==> src/design/discovery_tlv_parser_macros.svh <==
// ---------------------------------------------------------------------------
// discovery_tlv_parser_macros
// assertion macros used by the discovery tlv parser
// ---------------------------------------------------------------------------
`ifndef DISCOVERY_TLV_PARSER_MACROS_SVH
`define DISCOVERY_TLV_PARSER_MACROS_SVH

`ifndef SYNTH
`define DTLV_ASSERT(lbl, cond) \
  lbl: assert property (@(posedge clk) disable iff (!rst_n) (cond)) \
    else $error("dtlv assertion failed");
`define DTLV_ASSERT_NEXT(lbl, ante, cons) \
  lbl: assert property (@(posedge clk) disable iff (!rst_n) (ante) |=> (cons)) \
    else $error("dtlv assertion failed");
`else
`define DTLV_ASSERT(lbl, cond)
`define DTLV_ASSERT_NEXT(lbl, ante, cons)
`endif

`endif

==> src/design/dtlv_pkg.sv <==
// ---------------------------------------------------------------------------
// dtlv_pkg
// types and constants of the discovery tlv parser
// ---------------------------------------------------------------------------
package dtlv_pkg;

  localparam int BYTE_W   = 8;
  localparam int LEN_W    = 16;
  localparam int NUM_W    = 32;
  localparam int STATUS_W = 2;

  localparam logic [BYTE_W-1:0] VERSION_RST = 8'd1;
  localparam logic [BYTE_W-1:0] KIND_RST    = 8'd0;

  localparam logic REG_VERSION = 1'b0;
  localparam logic REG_KIND    = 1'b1;

  typedef enum logic [2:0] {
    PH_HDR0  = 3'd0,
    PH_HDR1  = 3'd1,
    PH_HDR2  = 3'd2,
    PH_HDR3  = 3'd3,
    PH_TYPE  = 3'd4,
    PH_LENH  = 3'd5,
    PH_LENL  = 3'd6,
    PH_VALUE = 3'd7
  } phase_t;

  typedef enum logic [STATUS_W-1:0] {
    ST_OK         = 2'd0,
    ST_BAD_HEADER = 2'd1,
    ST_TRUNCATED  = 2'd2
  } status_t;

endpackage

==> src/design/discovery_tlv_parser.sv <==
// ---------------------------------------------------------------------------
// discovery_tlv_parser
// checks the 4-byte packet header and walks type/length/value chunks,
// giving one result word per value byte plus end and error reports
// ---------------------------------------------------------------------------
//  channel  | ports                                  | direction
//  ---------+----------------------------------------+----------
//  in       | in_valid in_stall in_data_byte         | input
//           | in_packet_end                          |
//  out      | out_valid out_stall out_chunk_type ... | output
//  cfg      | cfg_wr_en cfg_index cfg_wdata          | input
//
//  one byte word accepted per cycle while in_stall is low; its result, if
//  any, shows on the output register in the next cycle
//  the parse state and the result register are the only pipeline stage
//  in_stall rises only while a result waits and out_stall is high
//  sync active-low reset clears parse state, out_valid; presets cfg registers
// ---------------------------------------------------------------------------
`include "discovery_tlv_parser_macros.svh"

module discovery_tlv_parser (
  input  logic                            clk,
  input  logic                            rst_n,
  input  logic                            in_valid,
  output logic                            in_stall,
  input  logic [dtlv_pkg::BYTE_W-1:0]     in_data_byte,
  input  logic                            in_packet_end,
  output logic                            out_valid,
  input  logic                            out_stall,
  output logic [dtlv_pkg::BYTE_W-1:0]     out_chunk_type,
  output logic [dtlv_pkg::BYTE_W-1:0]     out_value_byte,
  output logic [dtlv_pkg::LEN_W-1:0]      out_value_offset,
  output logic                            out_chunk_end,
  output logic [dtlv_pkg::NUM_W-1:0]      out_number_value,
  output logic [dtlv_pkg::STATUS_W-1:0]   out_status,
  output logic                            out_packet_done,
  input  logic                            cfg_wr_en,
  input  logic                            cfg_index,
  input  logic [dtlv_pkg::BYTE_W-1:0]     cfg_wdata
);

  logic [dtlv_pkg::BYTE_W-1:0]   expected_version_r;
  logic [dtlv_pkg::BYTE_W-1:0]   expected_kind_r;

  dtlv_pkg::phase_t              phase_r, phase_nxt;
  logic                          discard_r, discard_nxt;
  logic [dtlv_pkg::BYTE_W-1:0]   type_r, type_nxt;
  logic [dtlv_pkg::LEN_W-1:0]    rem_r, rem_nxt;
  logic [dtlv_pkg::LEN_W-1:0]    off_r, off_nxt;
  logic [dtlv_pkg::NUM_W-1:0]    acc_r, acc_nxt;
  logic [dtlv_pkg::BYTE_W-1:0]   lenh_r, lenh_nxt;

  logic                          out_valid_r;
  logic [dtlv_pkg::BYTE_W-1:0]   out_type_r;
  logic [dtlv_pkg::BYTE_W-1:0]   out_val_r;
  logic [dtlv_pkg::LEN_W-1:0]    out_off_r;
  logic                          out_end_r;
  logic [dtlv_pkg::NUM_W-1:0]    out_num_r;
  logic [dtlv_pkg::STATUS_W-1:0] out_status_r;
  logic                          out_done_r;

  logic                          in_acc;
  logic                          last;
  logic                          hdr_bad;
  logic                          done_chunk;
  logic [dtlv_pkg::LEN_W-1:0]    len_full;
  logic [dtlv_pkg::NUM_W-1:0]    acc_shift;

  logic                          emit;
  logic [dtlv_pkg::BYTE_W-1:0]   e_type;
  logic [dtlv_pkg::BYTE_W-1:0]   e_val;
  logic [dtlv_pkg::LEN_W-1:0]    e_off;
  logic                          e_end;
  logic [dtlv_pkg::NUM_W-1:0]    e_num;
  dtlv_pkg::status_t             e_status;

  assign in_stall   = out_valid_r & out_stall;
  assign in_acc     = in_valid & ~in_stall;
  assign last       = in_packet_end;
  assign hdr_bad    = ((phase_r == dtlv_pkg::PH_HDR0) && (in_data_byte != expected_version_r)) ||
                      ((phase_r == dtlv_pkg::PH_HDR1) && (in_data_byte != expected_kind_r));
  assign done_chunk = (rem_r == dtlv_pkg::LEN_W'(1));
  assign len_full   = {lenh_r, in_data_byte};
  assign acc_shift  = {acc_r[dtlv_pkg::NUM_W-dtlv_pkg::BYTE_W-1:0], in_data_byte};

  // next parse state
  always_comb begin
    phase_nxt   = phase_r;
    discard_nxt = discard_r;
    type_nxt    = type_r;
    rem_nxt     = rem_r;
    off_nxt     = off_r;
    acc_nxt     = acc_r;
    lenh_nxt    = lenh_r;
    if (in_acc) begin
      if (!discard_r) begin
        unique case (phase_r)
          dtlv_pkg::PH_HDR0: begin
            if (hdr_bad) discard_nxt = 1'b1;
            else phase_nxt = dtlv_pkg::PH_HDR1;
          end
          dtlv_pkg::PH_HDR1: begin
            if (hdr_bad) discard_nxt = 1'b1;
            else phase_nxt = dtlv_pkg::PH_HDR2;
          end
          dtlv_pkg::PH_HDR2: phase_nxt = dtlv_pkg::PH_HDR3;
          dtlv_pkg::PH_HDR3: phase_nxt = dtlv_pkg::PH_TYPE;
          dtlv_pkg::PH_TYPE: begin
            type_nxt  = in_data_byte;
            phase_nxt = dtlv_pkg::PH_LENH;
          end
          dtlv_pkg::PH_LENH: begin
            lenh_nxt  = in_data_byte;
            phase_nxt = dtlv_pkg::PH_LENL;
          end
          dtlv_pkg::PH_LENL: begin
            rem_nxt   = len_full;
            off_nxt   = '0;
            acc_nxt   = '0;
            phase_nxt = (len_full == '0) ? dtlv_pkg::PH_TYPE : dtlv_pkg::PH_VALUE;
          end
          dtlv_pkg::PH_VALUE: begin
            acc_nxt = acc_shift;
            off_nxt = off_r + dtlv_pkg::LEN_W'(1);
            rem_nxt = rem_r - dtlv_pkg::LEN_W'(1);
            if (done_chunk) phase_nxt = dtlv_pkg::PH_TYPE;
          end
          default: phase_nxt = dtlv_pkg::PH_HDR0;
        endcase
      end
      if (last) begin
        phase_nxt   = dtlv_pkg::PH_HDR0;
        discard_nxt = 1'b0;
        type_nxt    = '0;
        rem_nxt     = '0;
        off_nxt     = '0;
        acc_nxt     = '0;
        lenh_nxt    = '0;
      end
    end
  end

  // result word
  always_comb begin
    emit     = 1'b0;
    e_type   = (phase_r == dtlv_pkg::PH_TYPE) ? in_data_byte : type_r;
    e_val    = '0;
    e_off    = '0;
    e_end    = 1'b0;
    e_num    = '0;
    e_status = dtlv_pkg::ST_OK;
    if (!discard_r) begin
      unique case (phase_r)
        dtlv_pkg::PH_HDR0, dtlv_pkg::PH_HDR1: begin
          if (hdr_bad) begin
            emit     = 1'b1;
            e_status = dtlv_pkg::ST_BAD_HEADER;
          end else if (last) begin
            emit     = 1'b1;
            e_status = dtlv_pkg::ST_TRUNCATED;
          end
        end
        dtlv_pkg::PH_HDR2, dtlv_pkg::PH_TYPE, dtlv_pkg::PH_LENH: begin
          emit     = last;
          e_status = dtlv_pkg::ST_TRUNCATED;
        end
        dtlv_pkg::PH_HDR3: emit = last;
        dtlv_pkg::PH_LENL: begin
          if (len_full == '0) begin
            emit  = 1'b1;
            e_end = 1'b1;
          end else if (last) begin
            emit     = 1'b1;
            e_status = dtlv_pkg::ST_TRUNCATED;
          end
        end
        dtlv_pkg::PH_VALUE: begin
          emit     = 1'b1;
          e_val    = in_data_byte;
          e_off    = off_r;
          e_end    = done_chunk;
          e_num    = acc_shift;
          e_status = (last && !done_chunk) ? dtlv_pkg::ST_TRUNCATED : dtlv_pkg::ST_OK;
        end
        default: emit = 1'b0;
      endcase
    end
  end

  always_ff @(posedge clk) begin
    if (!rst_n) begin
      expected_version_r <= dtlv_pkg::VERSION_RST;
      expected_kind_r    <= dtlv_pkg::KIND_RST;
    end else if (cfg_wr_en) begin
      if (cfg_index == dtlv_pkg::REG_VERSION) expected_version_r <= cfg_wdata;
      if (cfg_index == dtlv_pkg::REG_KIND) expected_kind_r <= cfg_wdata;
    end
  end

  always_ff @(posedge clk) begin
    if (!rst_n) begin
      phase_r   <= dtlv_pkg::PH_HDR0;
      discard_r <= 1'b0;
      type_r    <= '0;
      rem_r     <= '0;
      off_r     <= '0;
      acc_r     <= '0;
      lenh_r    <= '0;
    end else begin
      phase_r   <= phase_nxt;
      discard_r <= discard_nxt;
      type_r    <= type_nxt;
      rem_r     <= rem_nxt;
      off_r     <= off_nxt;
      acc_r     <= acc_nxt;
      lenh_r    <= lenh_nxt;
    end
  end

  always_ff @(posedge clk) begin
    if (!rst_n) begin
      out_valid_r <= 1'b0;
    end else if (!in_stall) begin
      out_valid_r <= in_acc & emit;
    end
  end

  always_ff @(posedge clk) begin
    if (in_acc && emit) begin
      out_type_r   <= e_type;
      out_val_r    <= e_val;
      out_off_r    <= e_off;
      out_end_r    <= e_end;
      out_num_r    <= e_num;
      out_status_r <= e_status;
      out_done_r   <= last;
    end
  end

  assign out_valid        = out_valid_r;
  assign out_chunk_type   = out_type_r;
  assign out_value_byte   = out_val_r;
  assign out_value_offset = out_off_r;
  assign out_chunk_end    = out_end_r;
  assign out_number_value = out_num_r;
  assign out_status       = out_status_r;
  assign out_packet_done  = out_done_r;

  `DTLV_ASSERT_NEXT(a_discard_silent, in_acc && discard_r, !out_valid_r)
  `DTLV_ASSERT_NEXT(a_end_clears, in_acc && in_packet_end,
                    (phase_r == dtlv_pkg::PH_HDR0) && !discard_r && (acc_r == '0))
  `DTLV_ASSERT(a_value_len, (phase_r != dtlv_pkg::PH_VALUE) || (rem_r != '0))
  `DTLV_ASSERT(a_discard_phase,
               !discard_r || (phase_r == dtlv_pkg::PH_HDR0) || (phase_r == dtlv_pkg::PH_HDR1))

endmodule
==> config.mk <==
export PLATFORM = sky130hd
export DESIGN_NAME = discovery_tlv_parser
export DESIGN_NICKNAME = d
export VERILOG_FILES = /design/src/design/dtlv_pkg.sv /design/src/design/discovery_tlv_parser.sv
export VERILOG_INCLUDE_DIRS = /design/src /design/src/design
export SDC_FILE = /design/constraint.sdc
export NUM_CORES = 1
export LEC_CHECK = 0
export BUFFER_PORTS_ARGS = -buffer_cell sky130_fd_sc_hd__buf_2
export CAP_MARGIN = 15
export CELL_PAD_IN_SITES_DETAIL_PLACEMENT = 1
export CELL_PAD_IN_SITES_GLOBAL_PLACEMENT = 2
export CORE_ASPECT_RATIO = 0.8
export CORE_MARGIN = 2
export CORE_UTILIZATION = 25
export CTS_BUF_LIST = sky130_fd_sc_hd__clkbuf_8
export CTS_CLUSTER_DIAMETER = 80
export DETAILED_ROUTE_END_ITERATION = 7
export PLACE_DENSITY_LB_ADDON = 0.1
export SETUP_SLACK_MARGIN = 0.02
export SLEW_MARGIN = 5
export SYNTH_ARGS = -nofsm -noshare
export SYNTH_HDL_FRONTEND = slang
export SYNTH_SLANG_ARGS = --single-unit
==> constraint.sdc <==
create_clock -name clk -period 7.52 [get_ports clk]
set_input_delay 1.504 -clock clk [delete_from_list [all_inputs] [get_ports clk]]
set_output_delay 1.504 -clock clk [all_outputs]
set_load 0.01 [all_outputs]
# After elaboration in Yosys (flattened, before gate mapping)
# Cells that the tools add are included.
# word_totals
out_inout_bits	70
inputBits	23
elab_cells	97
reg_bits	161
# classes
n_mux	38
n_addsub	2
bitwise_logic	6
eq_ne	14
n_reduce_logical	20
# ops
cell	count
$mux 16	4
$pmux 16 s2	2
$mux 24	2
$mux 8	6
$pmux 24 s2	1
$pmux 3 s8	1
$add 16x1->16 const B	1
$eq 16x1->1 const B	1
$logic_not 16->1	1
$ne 8x8->1	2
$sub 16x1->16 const B	1
$mux 3	5
$eq 3x3->1 const B	4
$mux 2	5
$mux 1	9
$ne 3x3->1 const B	3
$pmux 2 s4	1
$eq 3x2->1 const B	2
$reduce_and 2->1	3
$reduce_and 3->1	2
$reduce_and 5->1	1
$logic_and 1x1->1	4
$pmux 1 s4	1
$reduce_or 2->1	2
other kinds (12)	16

# Longest topological paths before layout
# depth
ltp_word	7
depth_mapped	7

# Worst setup path before layout
# OpenSTA, ideal clock, no wires.
# synth_path
path_type	input-to-reg
start	input in_data_byte[0] (netlist name)
end	register out_end_r (netlist: out_chunk_end) (enable)
path_slack_ns	1.665
t_required_ns	7.022
cell_stages	6
t_arrival_ns	5.358
path_cell_list	buf_2 -> nor4_1 -> nand4_1 -> a21oi_1 -> o31ai_1 -> a21oi_1
# synth_between
elab_chain_len	7
word_cells_on_any_way	11
cone_classes	eq/ne: 2; mux: 4; reduce/logical: 5
# synth_lines
element	line	source
start, declared	discovery_tlv_parser.sv:26	input logic [dtlv_pkg::BYTE_W-1:0] in_data_byte,
$ne 8x8->1, on equally long branches	discovery_tlv_parser.sv:80, discovery_tlv_parser.sv:81	
$logic_and 1x1->1, on equally long branches	discovery_tlv_parser.sv:80, discovery_tlv_parser.sv:81	
$logic_or 1x1->1	discovery_tlv_parser.sv:80	assign hdr_bad = ((phase_r == dtlv_pkg::PH_HDR0) && (in_data_byte != expected_version_r)) ||
$mux 1	discovery_tlv_parser.sv:155	if (hdr_bad) begin
$pmux 1 s4 *	discovery_tlv_parser.sv:153	unique case (phase_r)
$mux 1 *	discovery_tlv_parser.sv:152	if (!discard_r) begin
$logic_and 1x1->1 *	discovery_tlv_parser.sv:229	if (in_acc && emit) begin
end signal, assigned	discovery_tlv_parser.sv:233	out_end_r <= e_end;
end, declared	discovery_tlv_parser.sv:57	logic out_end_r;
# Mark *: on every way between the ends. The rest lies on a longest branch, timed or not.
# A chain may end at the register's enable or synchronous reset.

# Worst setup path in the final report
# layout_path
start	input in_data_byte[0] (netlist name)
end	register out_num_r (netlist bit out_number_value[9]) (enable)
# layout_between
elab_chain_len	7
word_cells_on_any_way	11
cone_classes	eq/ne: 2; mux: 4; reduce/logical: 5
# layout_lines
element	line	source
$ne 8x8->1, on equally long branches	discovery_tlv_parser.sv:80, discovery_tlv_parser.sv:81	
$logic_and 1x1->1, on equally long branches	discovery_tlv_parser.sv:80, discovery_tlv_parser.sv:81	
$logic_or 1x1->1	discovery_tlv_parser.sv:80	
$mux 1	discovery_tlv_parser.sv:155	
$pmux 1 s4 *	discovery_tlv_parser.sv:153	
$mux 1 *	discovery_tlv_parser.sv:152	
$logic_and 1x1->1 *	discovery_tlv_parser.sv:229	
end signal, assigned	discovery_tlv_parser.sv:234	out_num_r <= e_num;
end, declared	discovery_tlv_parser.sv:58	logic [dtlv_pkg::NUM_W-1:0] out_num_r;
# Marks and branches as above.

==> reports/metrics.yaml <==
cp-start-kind: "input port"
path_class: "input port to register"
synthArstFlopShare: 0
synth_top_area_frac: 0.278
drcViolationCount: 0
synth_area_leaders: "dfxtp_1 (28%), edfxtp_1 (27%), and2_1 (4.5%)"
vias_per_cell: 4.76
crit_required_ns: 7.62
fin_tns_setup_ns: 0
dp.cells: 1070
path_cells: "buf_2 > nor4_1 > nand4_1 > a21oi_1 > o31ai_1 > a21oi_4 > buf_4"
p_leak_nw: 2.78
yosys.cell_count.top_type: "dfxtp_1"
netlist_area_um2: 6700
r2r-end: "out_number_value[9]"
ctsHoldBuffers: 0
hp-start: "acc_r[6]"
finalHoldViolCount: 0
grt_max_degree: 53
drive_gt1_frac: 0.207
diodes: 0
cts-buffers-inserted: 17
arrival_ns: 4.07
antenna_found_initial: 0
seq_area_frac_synth: 0.547
crit_slowest_cell: "a21oi_4"
peakVddDrop_mv: 0.0970
initial_core_util: 0.254
slew_viol_final: 0
finalSetupViolCount: 0
whs_endpoint: "acc_r[6]"
synth-seq-cells: 153
synthDistinctLibCells: 64
final_antenna_net_count: 0
clkSlewWorstSetupHoldPaths_ns: 0.08
finalNonFillerCells: 1102
overflow: 0
rows: 53
fin_nets: 758
fmax_mhz: 252
post_cts_resized: 0
crit_fanout: 33
dr_total_vias: 5242
max_slew_margin: 0.329
wire_per_inst_um: 18.7
synthTopCellsByCount: "dfxtp_1 (93), nor2_1 (78), edfxtp_1 (60), nand2_1 (56), and2_1 (48)"
slowest_delay_ns: 0.80
fin_crit_ns: 3.97
final.period_utilization: 0.528
syn_inst: 666
syn_nets: 692
p_per_area_nw_per_um2: 210
post_cts_buffers: 0
yosysWarnings: 0
crit_family: "compound AO/OA/AOI/OAI gates"
synthFlopType: "dfxtp_1"
grt_pass1_vias: 5381
gp_congestion: 0.731
endpoint_kind: "register"
rsz0062_at_grt: "no"
die_w_um: 187
io_buffers: 92
worstMarginPinSlew_ns: 1.00
syn_avg_cell_area_um2: 10.1
cp_num_buf_inv: 2
syn2layout_area_growth_pct: 15.9
drt_iter0_drc: 271
dieHeight_um: 150
cts_tree: "built"
status: "finished, final reports clean"
clockBufferDepth: 2
r2r_slack_ns: 4.35
rr_worst_depth: 6
drt-total-wl_um: 20600
dp_hpwl_um: 13900
dieArea_um2: 28100
max_cap_viol_count: 0
root_buffer: "clkbuf_8"
synth_top_area_cell: "dfxtp_1"
ios: 93
insertion_delay_ns: 0.46
cts_max_level: 4
grt_pass1_wl_um: 32300
r2r-start: "lenh_r[3]"
synth_edf_count: 60
min_path_cells: 2
worst_hold_path_type: "register to register"
cts_sinks: 153
skew_ns: 0.0182
core_um2: 26300
drt-pass1-iter-count: 4
track_usage: 0.151
-- worst max-delay path by stage --
stage | cells after the start | from | end | slack [ns]
after floorplan | 6 | in_data_byte[0] | out_chunk_end | 1.66
after global placement | 7 | in_data_byte[0] | out_chunk_type[6] | 3.10
after detailed placement | 7 | in_data_byte[0] | out_number_value[7] | 3.02
after CTS | 7 | in_data_byte[0] | out_chunk_type[0] | 3.50
after global routing | 7 | in_data_byte[6] | out_chunk_type[0] | 3.32
final | 7 | in_data_byte[0] | out_number_value[9] | 3.55
-- metrics by stage --
stage | utilization | area, µm² | hold WS (ns) | total power (W) | setup slack (ns)
after floorplan | - | 6700 | 0.433 | 0.00101 | 1.66
after global placement | 0.282 | 7410 | 0.450 | 0.00107 | 3.10
after detailed placement | 0.282 | 7410 | 0.461 | 0.00107 | 3.02
after CTS | 0.295 | 7760 | 0.478 | 0.00167 | 3.50
after global routing | 0.295 | 7760 | 0.486 | 0.00172 | 3.32
final | 0.295 | 7760 | 0.472 | 0.00163 | 3.55
-- flip-flops by register name, indices dropped and copies added (netlist names), 2 cells and up --
name / cells
lenh_r: 8
rem_r: 16
acc_r: 24
out_number_value: 25
expected_version_r: 8
expected_kind_r: 8
type_r: 8
off_r: 16
out_value_byte: 7
phase_r: 3
out_chunk_type: 8
out_value_offset: 16
out_status: 2
-- cell families after synthesis --
kind of cell               after synthesis  share of synthesized area
and+or+nand+nor                        280                      0.221
DFF                                    153                      0.547
AOI/OAI and AO/OA                      137                      0.135
buffers and inverters                   59                     0.0439
xor gates and xnor gates                26                     0.0340
muxes                                    8                     0.0135
adders and majority gates                3                    0.00560
-- worst reg2reg max path, cell delays in order, from the launching register on --
cell and delay [ns]:
dfxtp_1 0.36, nor4_1 0.38, nand4_1 0.24, a21oi_1 0.27, o31ai_1 0.18, a21oi_4 0.81
buf_4 0.55
-- cell type report --
class | instances | area (µm²)
Clock inverter | 13 | 90.1
Clock buffer | 19 | 262
Multi-Input combinational cell | 454 | 2760
Tap cell | 357 | 447
Fill cell | 3024 | 18600
Timing Repair Buffer | 99 | 513
Inverter | 7 | 26.3
Sequential cell | 153 | 3660
-- power breakdown --
part | total [W] | switching [W] | internal, W
logic | 0.000142 | 0.0000995 | 0.0000425
registers | 0.000908 | 0.0000150 | 0.000893
clock network | 0.000584 | 0.000313 | 0.000270
total | 0.00163 | 0.000428 | 0.00121
-- routing by layer --
layer  routed length [µm]  share of wire  vias up  track usage
li1                     -              -     2511            -
met1                10200           0.49     2619        0.207
met2                 9640           0.47      105        0.243
met3                  680          0.033        7       0.0373
met4                  108         0.0052        0       0.0286
met5                    0              0        -            0
-- placed cells by master (no fill, tap or decap), types with 10 or more instances in the layout --
master and count:
clkbuf_8 19, a21oi_1 43, nand4_1 13, buf_2 92
o21ai_0 19, nand2_1 56, inv_1 10, xnor2_1 20
nor3_1 13, edfxtp_1 60, a22oi_1 39, nor2_1 77
dfxtp_1 93, nand3_1 23, and2_1 48
Power figures use the tool's default switching activity.
